$ cat src/hdl/assert_macros.svh
// Assertion macros used by the encoder RTL (erte_back).
// No dependencies; include by bare file name.
`ifndef ASSERT_MACROS_SVH
`define ASSERT_MACROS_SVH

`ifndef ASSERT_OFF

`define ASSERT_CLK(label, clk, rst, prop, msg) \
   label: assert property (@(posedge clk) disable iff (rst) prop) else $error(msg);

`define ASSERT_NEVER(label, clk, rst, expr, msg) \
   label: assert property (@(posedge clk) disable iff (rst) !(expr)) else $error(msg);

`else

`define ASSERT_CLK(label, clk, rst, prop, msg)

`define ASSERT_NEVER(label, clk, rst, expr, msg)

`endif

`endif

$ cat src/hdl/erte_pkg.sv
// Types and fixed constants of the exception range table encoder.
// No dependencies; imported by every module of the block.
package erte_pkg;

   localparam int GROUP_BITS    = 6;
   localparam int ENTRY_BIT     = 7;
   localparam int MORE_BIT      = 6;
   localparam int NUM_VALUES    = 4;
   localparam int VIDX_BITS     = 2;
   localparam int ID_FIELD_BITS = 16;
   localparam int DEPTH_BITS    = 16;
   localparam int TARGET_BITS   = 30;
   localparam int QUEUE_DEPTH   = 4;
   localparam int QPTR_BITS     = 2;

   typedef struct packed {
      logic [6:0]               instr_units;
      logic                     has_handler;
      logic [ID_FIELD_BITS-1:0] handler_id;
      logic [TARGET_BITS-1:0]   handler_target;
      logic [DEPTH_BITS-1:0]    start_depth;
      logic                     keep_lasti;
      logic                     last;
   } req_type;

   typedef struct packed {
      logic [7:0] table_byte;
      logic       final_byte;
   } rsp_type;

endpackage

$ cat src/hdl/erte_front.sv
// Front end: tracks code offset and handler runs, closes runs into entries.
// Depends on erte_pkg; feeds erte_queue.
module erte_front
   import erte_pkg::*;
#(
   parameter int VALUE_BITS      = 30,
   parameter int HANDLER_ID_BITS = 16
) (
   input  logic                    clock,
   input  logic                    reset,
   input  logic                    req_valid,
   output logic                    req_ready,
   input  req_type                 req_data,
   output logic                    q_valid,
   input  logic                    q_ready,
   output logic [4*VALUE_BITS:0]   q_data
);

   localparam int IDW = (HANDLER_ID_BITS < ID_FIELD_BITS) ? HANDLER_ID_BITS : ID_FIELD_BITS;
   localparam int VB  = VALUE_BITS;
   localparam logic [31:0] VMAX = 32'((64'd1 << VALUE_BITS) - 64'd1);

   typedef struct packed {
      logic          fin;
      logic [VB-1:0] start;
      logic [VB-1:0] len;
      logic [VB-1:0] target;
      logic [VB-1:0] dval;
   } entry_type;

   logic [VB-1:0]  code_ff, code_in;
   logic [VB-1:0]  run_start_ff, run_start_in;
   logic           run_has_ff, run_has_in;
   logic [IDW-1:0] run_id_ff, run_id_in;
   logic [VB-1:0]  run_target_ff, run_target_in;
   logic [VB-1:0]  run_dval_ff, run_dval_in;
   logic           spill_ff, spill_in;
   entry_type      spill_entry_ff, spill_entry_in;

   logic [IDW-1:0] id_in;
   logic           change, accept, close_a, close_b;
   logic [31:0]    tgt32, dv32;
   logic [16:0]    depth17, sub17, dl17;
   logic [VB-1:0]  new_target, new_dval, code_next;
   logic [VB:0]    sum;
   entry_type      ent_a, ent_b, q_entry;

   always_comb begin
      id_in   = req_data.handler_id[IDW-1:0];
      change  = (req_data.has_handler != run_has_ff) ||
                (req_data.has_handler && (id_in != run_id_ff));
      tgt32   = 32'(req_data.handler_target);
      new_target = (tgt32 > VMAX) ? VB'(VMAX) : VB'(tgt32);
      depth17 = 17'(req_data.start_depth);
      sub17   = 17'd1 + 17'(req_data.keep_lasti);
      dl17    = (depth17 >= sub17) ? (depth17 - sub17) : 17'd0;
      dv32    = 32'({dl17[15:0], req_data.keep_lasti});
      new_dval = (dv32 > VMAX) ? VB'(VMAX) : VB'(dv32);
      sum     = {1'b0, code_ff} + (VB+1)'(req_data.instr_units);
      code_next = sum[VB] ? VB'(VMAX) : sum[VB-1:0];

      run_start_in  = change ? code_ff : run_start_ff;
      run_has_in    = change ? req_data.has_handler : run_has_ff;
      run_id_in     = change ? id_in : run_id_ff;
      run_target_in = change ? new_target : run_target_ff;
      run_dval_in   = change ? new_dval : run_dval_ff;
      code_in       = code_next;

      close_a = change && run_has_ff;
      close_b = req_data.last && run_has_in;

      ent_a.fin    = !close_b;
      ent_a.start  = run_start_ff;
      ent_a.len    = code_ff - run_start_ff;
      ent_a.target = run_target_ff;
      ent_a.dval   = run_dval_ff;

      ent_b.fin    = 1'b1;
      ent_b.start  = run_start_in;
      ent_b.len    = code_next - run_start_in;
      ent_b.target = run_target_in;
      ent_b.dval   = run_dval_in;

      req_ready = !spill_ff && q_ready;
      accept    = req_valid && req_ready;
      q_valid   = spill_ff || (accept && (close_a || close_b));
      q_entry   = spill_ff ? spill_entry_ff : (close_a ? ent_a : ent_b);
      q_data    = q_entry;

      spill_in       = spill_ff ? !q_ready : (accept && close_a && close_b);
      spill_entry_in = spill_ff ? spill_entry_ff : ent_b;
   end

   always_ff @(posedge clock) begin
      spill_entry_ff <= spill_entry_in;
      if (reset) begin
         code_ff       <= '0;
         run_start_ff  <= '0;
         run_has_ff    <= 1'b0;
         run_id_ff     <= '0;
         run_target_ff <= '0;
         run_dval_ff   <= '0;
         spill_ff      <= 1'b0;
      end else begin
         spill_ff <= spill_in;
         if (accept) begin
            if (req_data.last) begin
               code_ff       <= '0;
               run_start_ff  <= '0;
               run_has_ff    <= 1'b0;
               run_id_ff     <= '0;
               run_target_ff <= '0;
               run_dval_ff   <= '0;
            end else begin
               code_ff       <= code_in;
               run_start_ff  <= run_start_in;
               run_has_ff    <= run_has_in;
               run_id_ff     <= run_id_in;
               run_target_ff <= run_target_in;
               run_dval_ff   <= run_dval_in;
            end
         end
      end
   end

endmodule

$ cat src/hdl/erte_queue.sv
// Short entry queue between the front end and the byte serializer.
// Depends on erte_pkg for its depth.
module erte_queue
   import erte_pkg::*;
#(
   parameter int WIDTH = 121
) (
   input  logic             clock,
   input  logic             reset,
   input  logic             wr_valid,
   output logic             wr_ready,
   input  logic [WIDTH-1:0] wr_data,
   output logic             rd_valid,
   input  logic             rd_ready,
   output logic [WIDTH-1:0] rd_data
);

   logic [WIDTH-1:0]   slot_ff [QUEUE_DEPTH];
   logic [QPTR_BITS-1:0] head_ff, head_in, tail_ff, tail_in;
   logic [QPTR_BITS:0]   count_ff, count_in;
   logic                 push, pop;

   always_comb begin
      wr_ready = count_ff != (QPTR_BITS+1)'(QUEUE_DEPTH);
      rd_valid = count_ff != '0;
      rd_data  = slot_ff[head_ff];
      push     = wr_valid && wr_ready;
      pop      = rd_valid && rd_ready;
      head_in  = pop ? head_ff + QPTR_BITS'(1) : head_ff;
      tail_in  = push ? tail_ff + QPTR_BITS'(1) : tail_ff;
      count_in = count_ff + (QPTR_BITS+1)'(push) - (QPTR_BITS+1)'(pop);
   end

   always_ff @(posedge clock) begin
      if (push) begin
         slot_ff[tail_ff] <= wr_data;
      end
      if (reset) begin
         head_ff  <= '0;
         tail_ff  <= '0;
         count_ff <= '0;
      end else begin
         head_ff  <= head_in;
         tail_ff  <= tail_in;
         count_ff <= count_in;
      end
   end

endmodule

$ cat src/hdl/erte_back.sv
// Back end: turns queued entries into bytes of 6-bit groups, one per cycle while rsp_ready is high.
// Depends on erte_pkg and assert_macros.svh; drains erte_queue.
`include "assert_macros.svh"
module erte_back
   import erte_pkg::*;
#(
   parameter int VALUE_BITS = 30
) (
   input  logic                  clock,
   input  logic                  reset,
   input  logic                  q_valid,
   output logic                  q_ready,
   input  logic [4*VALUE_BITS:0] q_data,
   output logic                  rsp_valid,
   input  logic                  rsp_ready,
   output rsp_type               rsp_data
);

   localparam int VB   = VALUE_BITS;
   localparam int NG   = (VB + GROUP_BITS - 1) / GROUP_BITS;
   localparam int PADW = NG * GROUP_BITS;
   localparam int GIW  = $clog2(NG);

   typedef struct packed {
      logic          fin;
      logic [VB-1:0] start;
      logic [VB-1:0] len;
      logic [VB-1:0] target;
      logic [VB-1:0] dval;
   } entry_type;

   function automatic logic [GIW-1:0] top_group(input logic [VB-1:0] v);
      logic [PADW-1:0] p;
      logic [GIW-1:0]  t;
      p = PADW'(v);
      t = '0;
      for (int g = 1; g < NG; g++) begin
         if (p[g*GROUP_BITS +: GROUP_BITS] != '0) begin
            t = GIW'(g);
         end
      end
      return t;
   endfunction

   logic [VB-1:0]        vals_ff [NUM_VALUES];
   logic [GIW-1:0]       top_ff  [NUM_VALUES];
   logic [VIDX_BITS-1:0] vidx_ff;
   logic [GIW-1:0]       gidx_ff;
   logic                 fin_ff;
   logic                 busy_ff;
   logic                 rsp_valid_ff;
   rsp_type              rsp_ff, rsp_in;

   entry_type            ent;
   logic [VB-1:0]        ent_vals [NUM_VALUES];
   logic [PADW-1:0]      cur_pad;
   logic                 step, finishing, load;
   logic [VIDX_BITS-1:0] vidx_next;

   always_comb begin
      ent = q_data;
      ent_vals[0] = ent.start;
      ent_vals[1] = ent.len;
      ent_vals[2] = ent.target;
      ent_vals[3] = ent.dval;

      step      = busy_ff && (!rsp_valid_ff || rsp_ready);
      finishing = step && (vidx_ff == VIDX_BITS'(NUM_VALUES - 1)) && (gidx_ff == '0);
      load      = q_valid && (!busy_ff || finishing);
      q_ready   = !busy_ff || finishing;
      vidx_next = vidx_ff + VIDX_BITS'(1);

      cur_pad = PADW'(vals_ff[vidx_ff]);
      rsp_in.table_byte[ENTRY_BIT] = (vidx_ff == '0) && (gidx_ff == top_ff[0]);
      rsp_in.table_byte[MORE_BIT]  = gidx_ff != '0;
      rsp_in.table_byte[GROUP_BITS-1:0] = cur_pad[gidx_ff*GROUP_BITS +: GROUP_BITS];
      rsp_in.final_byte = fin_ff && (vidx_ff == VIDX_BITS'(NUM_VALUES - 1)) &&
                          (gidx_ff == '0);

      rsp_valid = rsp_valid_ff;
      rsp_data  = rsp_ff;
   end

   always_ff @(posedge clock) begin
      if (step) begin
         rsp_ff <= rsp_in;
      end
      if (load) begin
         for (int k = 0; k < NUM_VALUES; k++) begin
            vals_ff[k] <= ent_vals[k];
            top_ff[k]  <= top_group(ent_vals[k]);
         end
         fin_ff <= ent.fin;
      end
      if (reset) begin
         busy_ff      <= 1'b0;
         rsp_valid_ff <= 1'b0;
         vidx_ff      <= '0;
         gidx_ff      <= '0;
      end else begin
         if (step) begin
            rsp_valid_ff <= 1'b1;
         end else if (rsp_ready) begin
            rsp_valid_ff <= 1'b0;
         end
         if (load) begin
            busy_ff <= 1'b1;
            vidx_ff <= '0;
            gidx_ff <= top_group(ent.start);
         end else if (finishing) begin
            busy_ff <= 1'b0;
         end else if (step) begin
            if (gidx_ff == '0) begin
               vidx_ff <= vidx_next;
               gidx_ff <= top_ff[vidx_next];
            end else begin
               gidx_ff <= gidx_ff - GIW'(1);
            end
         end
      end
   end

   `ASSERT_CLK(a_group_in_range, clock, reset, busy_ff |-> (gidx_ff <= top_ff[vidx_ff]), "group index above leading group")
   `ASSERT_CLK(a_entry_starts_clean, clock, reset, $rose(busy_ff) |-> (vidx_ff == '0 && gidx_ff == top_ff[0]), "entry load not at first byte")
   `ASSERT_NEVER(a_cont_not_final, clock, reset, rsp_valid_ff && rsp_ff.table_byte[MORE_BIT] && rsp_ff.final_byte, "continuation byte marked final")

endmodule

$ cat src/hdl/exception_range_table_encoder.sv
// Exception range table encoder: usage notes
// req_*: one instruction per item (size, handler info, last flag), valid/ready.
// rsp_*: one table byte per item, valid/ready; final_byte marks the last byte
//        that an instruction caused. Instructions that close no run give no bytes.
// The front end takes one instruction per cycle while the queue has room.
// An instruction that closes two runs (handler change plus last) holds req_ready
// low until its second entry enters the queue. Each closed run becomes an entry
// of four values; the back end sends one byte per cycle while rsp_ready is high,
// 4 to 4*ceil(VALUE_BITS/6) bytes per entry, so the byte serializer sets the
// sustained rate when runs are short.
// A four-entry queue sits between front and back; when it fills, req_ready drops.
// A stall on rsp_ready holds the output byte and fills the queue, nothing is lost.
// Reset clears the offset, the current run and the queue; the first item after
// reset, or after an item with last set, starts a new sequence at offset zero.
// Depends on erte_pkg, erte_front, erte_queue and erte_back.
module exception_range_table_encoder
   import erte_pkg::*;
#(
   parameter int VALUE_BITS      = 30,
   parameter int HANDLER_ID_BITS = 16
) (
   input  logic    clock,
   input  logic    reset,
   input  logic    req_valid,
   output logic    req_ready,
   input  req_type req_data,
   output logic    rsp_valid,
   input  logic    rsp_ready,
   output rsp_type rsp_data
);

   localparam int ENTRY_BITS = 4 * VALUE_BITS + 1;

   logic                  fq_valid, fq_ready, bq_valid, bq_ready;
   logic [ENTRY_BITS-1:0] fq_data, bq_data;

   erte_front #(
      .VALUE_BITS      (VALUE_BITS),
      .HANDLER_ID_BITS (HANDLER_ID_BITS)
   ) u_front (
      .clock     (clock),
      .reset     (reset),
      .req_valid (req_valid),
      .req_ready (req_ready),
      .req_data  (req_data),
      .q_valid   (fq_valid),
      .q_ready   (fq_ready),
      .q_data    (fq_data)
   );

   erte_queue #(
      .WIDTH (ENTRY_BITS)
   ) u_queue (
      .clock    (clock),
      .reset    (reset),
      .wr_valid (fq_valid),
      .wr_ready (fq_ready),
      .wr_data  (fq_data),
      .rd_valid (bq_valid),
      .rd_ready (bq_ready),
      .rd_data  (bq_data)
   );

   erte_back #(
      .VALUE_BITS (VALUE_BITS)
   ) u_back (
      .clock     (clock),
      .reset     (reset),
      .q_valid   (bq_valid),
      .q_ready   (bq_ready),
      .q_data    (bq_data),
      .rsp_valid (rsp_valid),
      .rsp_ready (rsp_ready),
      .rsp_data  (rsp_data)
   );

endmodule

$ cat config.mk
export PLATFORM = sky130hd
export DESIGN_NAME = exception_range_table_encoder
export DESIGN_NICKNAME = d
export VERILOG_FILES = /design/src/hdl/erte_pkg.sv /design/src/hdl/erte_front.sv /design/src/hdl/erte_queue.sv /design/src/hdl/erte_back.sv /design/src/hdl/exception_range_table_encoder.sv
export VERILOG_INCLUDE_DIRS = /design/src /design/src/hdl
export SDC_FILE = /design/constraint.sdc
export NUM_CORES = 1
export LEC_CHECK = 0
export BUFFER_PORTS_ARGS = -buffer_cell sky130_fd_sc_hd__buf_2
export CORE_MARGIN = 5
export CORE_UTILIZATION = 60
export DETAILED_ROUTE_END_ITERATION = 10
export PLACE_DENSITY = 0.77
export SYNTH_ARGS = -nofsm -noshare
export SYNTH_HDL_FRONTEND = slang
export SYNTH_HIERARCHICAL = 1
export SYNTH_SLANG_ARGS = --single-unit
export TNS_END_PERCENT = 20
$ cat constraint.sdc
create_clock -name clock -period 8.9 [get_ports clock]
set_input_delay 1.78 -clock clock [delete_from_list [all_inputs] [get_ports clock]]
set_output_delay 1.78 -clock clock [all_outputs]
set_load 0.005 [all_outputs]
Word level (Yosys, flattened, before mapping). Memory sizes are Yosys's and may differ from the RTL's. A register that Yosys moved wholly into a read port is not among the register bits. Cells that the tools add are included.

Register bits: 282. RAM bits: 616. Input port bits: 76. Logic and storage cells: 151. Memories kept: 3.

$add $sub $neg: 11. Multiply operators: 1. $lt $le $gt $ge: 1. Equality and inequality tests: 6. Shift-type cells: 1. Muxes and demuxes: 52. Bitwise operators: 1. Reduce and logical (&&, ||, !) cells: 54.

Memories: u_queue.slot_ff (depth 4, width 121, read ports 1, clocked after memory_dff 1, write ports 1, line erte_queue.sv:18) `logic [WIDTH-1:0] slot_ff [QUEUE_DEPTH];`; u_back.vals_ff (depth 4, width 30, read ports 1, clocked after memory_dff 1, write ports 4, line erte_back.sv:45) `logic [VB-1:0] vals_ff [NUM_VALUES];`; u_back.top_ff (depth 4, width 3, read ports 2, clocked after memory_dff 0, write ports 4, line erte_back.sv:46) `logic [GIW-1:0] top_ff [NUM_VALUES];`.

Operator list (count): 121-bit 2-to-1 mux (2); 30-bit 2-to-1 mux (8); 6-bit nonzero test (16); 30-bit subtractor (2); 16-bit 2-to-1 mux (3); 3-bit 2-to-1 mux (12); 30-bit by 7-bit adder with 31-bit output (1); 30-bit by 7-bit variable part select with 6-bit output (1); 2-bit 2-to-1 mux (12); 16-bit by 17-bit >= comparator with 1-bit output (1); 1-bit logical AND (16); 16-bit inequality test (1); 16-bit subtractor (1); 1-bit 2-to-1 mux (15); 2-bit nonzero test (4); 2-bit by 1-bit adder with 2-bit output (second input constant) (3); 3-bit nonzero test (2); 1-bit logical NOT (5); 1-bit logical OR (5); 3-bit by 2-bit multiplier with 5-bit output (second input constant) (1); 2-bit AND reduction (2); 3-bit by 1-bit adder with 3-bit output (1); 3-bit equality test (1); 3-bit logical NOT (1); other kinds (11) (11).

Logic depth before layout (Yosys ltp).
Depth in word-level cells: 11. Gate-level depth with buffers: 20. Depth with buffers taken out: 19.

Hierarchy. The synthesis kept the hierarchy.

Modules (own cells, without submodules): erte_queue (times used 1, cells an instance 681, area an instance 18022.3 sq um, seq. area each 14714.1 sq um); erte_front (times used 1, cells an instance 1867, area an instance 16123.0 sq um, seq. area each 6366.1 sq um); erte_back (times used 1, cells an instance 348, area an instance 6199.7 sq um, seq. area each 4444.3 sq um).

Least setup slack after synthesis. No wires, ideal clock.

Kind: register to register. From: register u_front.spill_ff. To: memory u_queue.slot_ff[0][0] (enable). Setup time: 0.793 ns. Arrival: 5.799 ns. Required time: 8.107 ns. Path slack: 2.308 ns. Stages on the path, launching flop included: 7. Period minus slack after synthesis: 6.592 ns. Path through: dfxtp_1 -> clkbuf_1 -> inv_1 -> clkbuf_1 -> nand2_1 -> a21boi_1 -> and2_1.

Longest elaborated chain between the ends: 8.

RTL lines: start, declared (line erte_front.sv:37) `logic spill_ff, spill_in;`; start signal, assigned (line erte_front.sv:105) `spill_ff <= spill_in;`; 1-bit logical NOT (line erte_front.sv:84) `req_ready = !spill_ff && q_ready;`; 1-bit logical AND (line erte_front.sv:84); 1-bit logical AND (line erte_front.sv:85) `accept = req_valid && req_ready;`; 1-bit logical AND (line erte_front.sv:86) `q_valid = spill_ff || (accept && (close_a || close_b));`; 1-bit logical OR * (line erte_front.sv:86); net fq_valid (line exception_range_table_encoder.sv:34) `logic fq_valid, fq_ready, bq_valid, bq_ready;`; 1-bit logical AND * (line erte_queue.sv:27) `push = wr_valid && wr_ready;`; 1-bit 2-to-1 mux * (line erte_queue.sv:35) `if (push) begin`; 1-bit 2-to-1 mux (implied by the code) * (line erte_queue.sv:36) `slot_ff[tail_ff] <= wr_data;`; end, declared (line erte_queue.sv:18).

The timed path passes the listed nets; every way through them passes the cells marked *.

==> out/qor.yml <==
run_status:
  status: "completed"
setup_path:
  r2r_cells: 15
  crit_required_ns: 9.27
  cp_data_arrival_time_ns: 7.00
  start_kind: "primary input"
  reg2reg_from: "u_front/code_ff[14]"
  r2r-end: "u_queue/slot_ff[3][89]"
  path_class: "in -> reg"
  critPathMaxFanout: 24
  cp-startpoint: "req_data[65]"
  worst-r2r-setup-slack_ns: 2.85
  end_kind: "flop"
worst_hold_path:
  hold_start: "u_front/run_dval_ff[25]"
  holdPathStages: 1
  hold_end: "u_front/run_dval_ff[25]"
  hold_class: "reg -> reg"
sta:
  slew_headroom_pct: 16.9
  hold_violations: 0
  slew_viol_final: 0
  skew_ns: 0.0241
  max_freq_mhz: 151
  period_share_pct: 74.4
  min_period_ns: 6.62
  tightest_slew_ns: 1.24
  grt_setup_unrepaired: "no"
  setup_tns_ns: 0
  setup_violations: 0
layout:
  num_antenna_cells: 0
  area_growth_pct: 10.1
  multi_input_area_um2: 13600
  most-common-layout-cells: "edfxtp_1 (746), nand2_1 (236), nor2_1 (211), o21ai_0 (187), dfxtp_1 (152)"
  nets: 3101
  drive_above_1_share_pct: 15.2
  final_common_cell: "edfxtp_1"
  post-route-util_pct: 66.4
  fillCellCount: 4584
  fin_area_um2: 44400
  seqCellArea_um2: 25500
cts:
  cts.path.max_buffers: 3
  cts_resized: 0
  h-tree-depth: 3
  tritoncts: "done"
  postCtsSetupBuffers: 0
  postCtsHoldBufs: 0
  cts.root.buffer_cell: "clkbuf_16"
  clk_latency_ns: 0.65
  clk_pin_slew_ns: 0.06
  cts.sinks: 902
  cts_buffers: 91
synth:
  yosys_warnings: 6
  async_reset_ff_share_pct: 0
  synth_edf_count: 746
  ys_types: 81
  syn_area_per_cell_um2: 13.9
  ys_seq_elements: 902
  ys_seq_area_share_pct: 63.3
  syn_nets: 3054
  ys.flop_type: "edfxtp_1"
  netlist_area_um2: 40300
  syn_inst: 2896
placed_design:
  hpwlAfterDp_mm: 63.4
  place_congestion: 0.943
  portBuffers: 86
  placed_area_um2: 41300
die:
  ios: 87
  fp.dieW_um: 269
  std_cell_rows: 95
  fp.dieH_um: 269
  dieArea_um2: 72500
  start_util_pct: 60.3
  core_area_um2: 66900
pwr:
  power_density_nw_per_um2: 271
  switching_share_pct: 28.1
  finalPower_w: 0.0120
  ir_worst_vdd_mv: 0.188
  leakage_nw: 16.3
  combPwrFrac_pct: 20.8
  clkPwrFrac_pct: 32.5
  switchingPower_w: 0.00339
  seq_power_share_pct: 46.7
  p_int_w: 0.00866
route:
  antenna_left: 0
  dr.pass1.iters: 7
  vias: 25100
  wire_per_inst_um: 25.4
  drt_iter0_drc: 2894
  via_per_inst: 6.45
  totalWireLength_mm: 98.9
  drc: 0
global_route:
  grtUsageTotal_pct: 26.9
  antenna_found_initial: 1
  first_global_vias: 25100
  grt_max_degree: 217
  grt.overflow.total: 0
  grt_pass1_wl_mm: 152
job:
  cap_violations: 0
==> synth_stat cells (28+ instances only) <==
| library cell | count | area share (%) |
|---|---|---|
| inv_1 | 109 | 1.0 |
| nand2_1 | 236 | 2.2 |
| dfxtp_1 | 156 | 7.7 |
| mux4_2 | 134 | 7.5 |
| nor3_1 | 30 | 0.37 |
| clkbuf_1 | 107 | 1.0 |
| o21ai_0 | 187 | 2.3 |
| mux2_2 | 38 | 1.1 |
| xnor2_1 | 56 | 1.2 |
| nor2_1 | 213 | 2.0 |
| and3_1 | 28 | 0.43 |
| xor2_1 | 54 | 1.2 |
| nor2b_1 | 32 | 0.50 |
| edfxtp_1 | 746 | 56 |
| a21oi_1 | 79 | 0.98 |
| a22oi_1 | 121 | 2.3 |
| ha_1 | 77 | 2.4 |
| mux2i_1 | 97 | 2.4 |
| a21o_1 | 36 | 0.67 |
==> registers in the layout, summed over array words and instances (netlist names), 3 cells and up, named ones only <==
name	flops
u_back/gidx_ff	3
u_back/vals_ff	120
u_front/run_id_ff	16
u_front/run_start_ff	30
u_queue/count_ff	3
u_front/code_ff	30
u_front/run_target_ff	30
u_back/top_ff	12
u_back/rsp_data	9
u_queue/slot_ff	484
u_front/run_dval_ff	30
u_front/spill_entry_ff	120
==> critical path: stages <==
cell and delay (ns):
buf_2 0.10, ha_1 0.23, fa_1 0.41, a211o_1 0.35, a21oi_1 0.22, nor3b_2 0.14
nand3_1 0.35, buf_4 0.28, buf_4 0.29, nand2_1 0.08, ha_1 0.28, a211oi_1 0.35
o21ai_0 0.15, a21oi_1 0.25, o21ai_0 0.21, a2111oi_0 0.59, o21ai_0 0.22, xnor3_1 0.39
a22oi_1 0.17, nand2_1 0.14
==> power by group through the flow <==
stage | Combinational (W) | Sequential [W] | Clock (W)
6_report | 0.00250 | 0.00563 | 0.00391
5_1_grt | 0.00269 | 0.00567 | 0.00416
4_1_cts | 0.00249 | 0.00563 | 0.00396
3_5_place_dp | 0.00247 | 0.00570 | 0
3_3_place_gp | 0.00242 | 0.00567 | 0
2_1_floorplan | 0.00183 | 0.00560 | 0
==> logic make-up after synthesis <==
family / Yosys count / share of synthesized area, %
simple gates: 665 / 7.50
compound gates: 587 / 9.49
buf+inv: 272 / 3.20
flops: 902 / 63.3
mux: 277 / 11.5
fa+ha+maj: 82 / 2.64
xor+xnor: 111 / 2.44
==> stage by stage <==
step / setup slack (ns) / hold WS (ns) / std cells
final: 2.28 / 0.502 / 3894
after global routing: 2.00 / 0.522 / 3894
after CTS: 2.39 / 0.497 / 3894
after detailed placement: 1.72 / 0.484 / 3723
after global placement: 1.91 / 0.458 / 3723
after floorplan: 2.31 / 0.446 / 2896
==> metal layers <==
| layer | up-vias | GRT usage, % | part of all wire, % |
|---|---|---|---|
| met3 | 157 | 4.53 | 8.8 |
| met5 | - | 0 | 0 |
| met2 | 1216 | 43.2 | 48 |
| met1 | 12600 | 38.5 | 41 |
| li1 | 11200 | - | - |
| met4 | 0 | 8.01 | 2.5 |
==> worst max path at each step <==
stage | slack [ns] | cells after the start | to
after global placement | 1.91 | 20 | u_queue/slot_ff[0][89]
after detailed placement | 1.72 | 20 | u_queue/slot_ff[3][89]
after global routing | 2.00 | 20 | u_queue/slot_ff[1][89]
final | 2.28 | 20 | u_queue/slot_ff[3][89]
after floorplan | 2.31 | 6 | u_queue/slot_ff[0][0]
after CTS | 2.39 | 20 | u_queue/slot_ff[3][89]
==> area by class of cell <==
| type | count | share of cell area [%] |
|---|---|---|
| repair buffers | 116 | 1.59 |
| well taps | 873 | 2.46 |
| flip-flops and latches | 902 | 57.5 |
| multi-input cells | 1722 | 30.6 |
| inverters | 110 | 0.946 |
| clock inverters | 51 | 1.31 |
| clock buffers | 120 | 5.60 |
No activity file was read; power rests on OpenSTA's default activity.
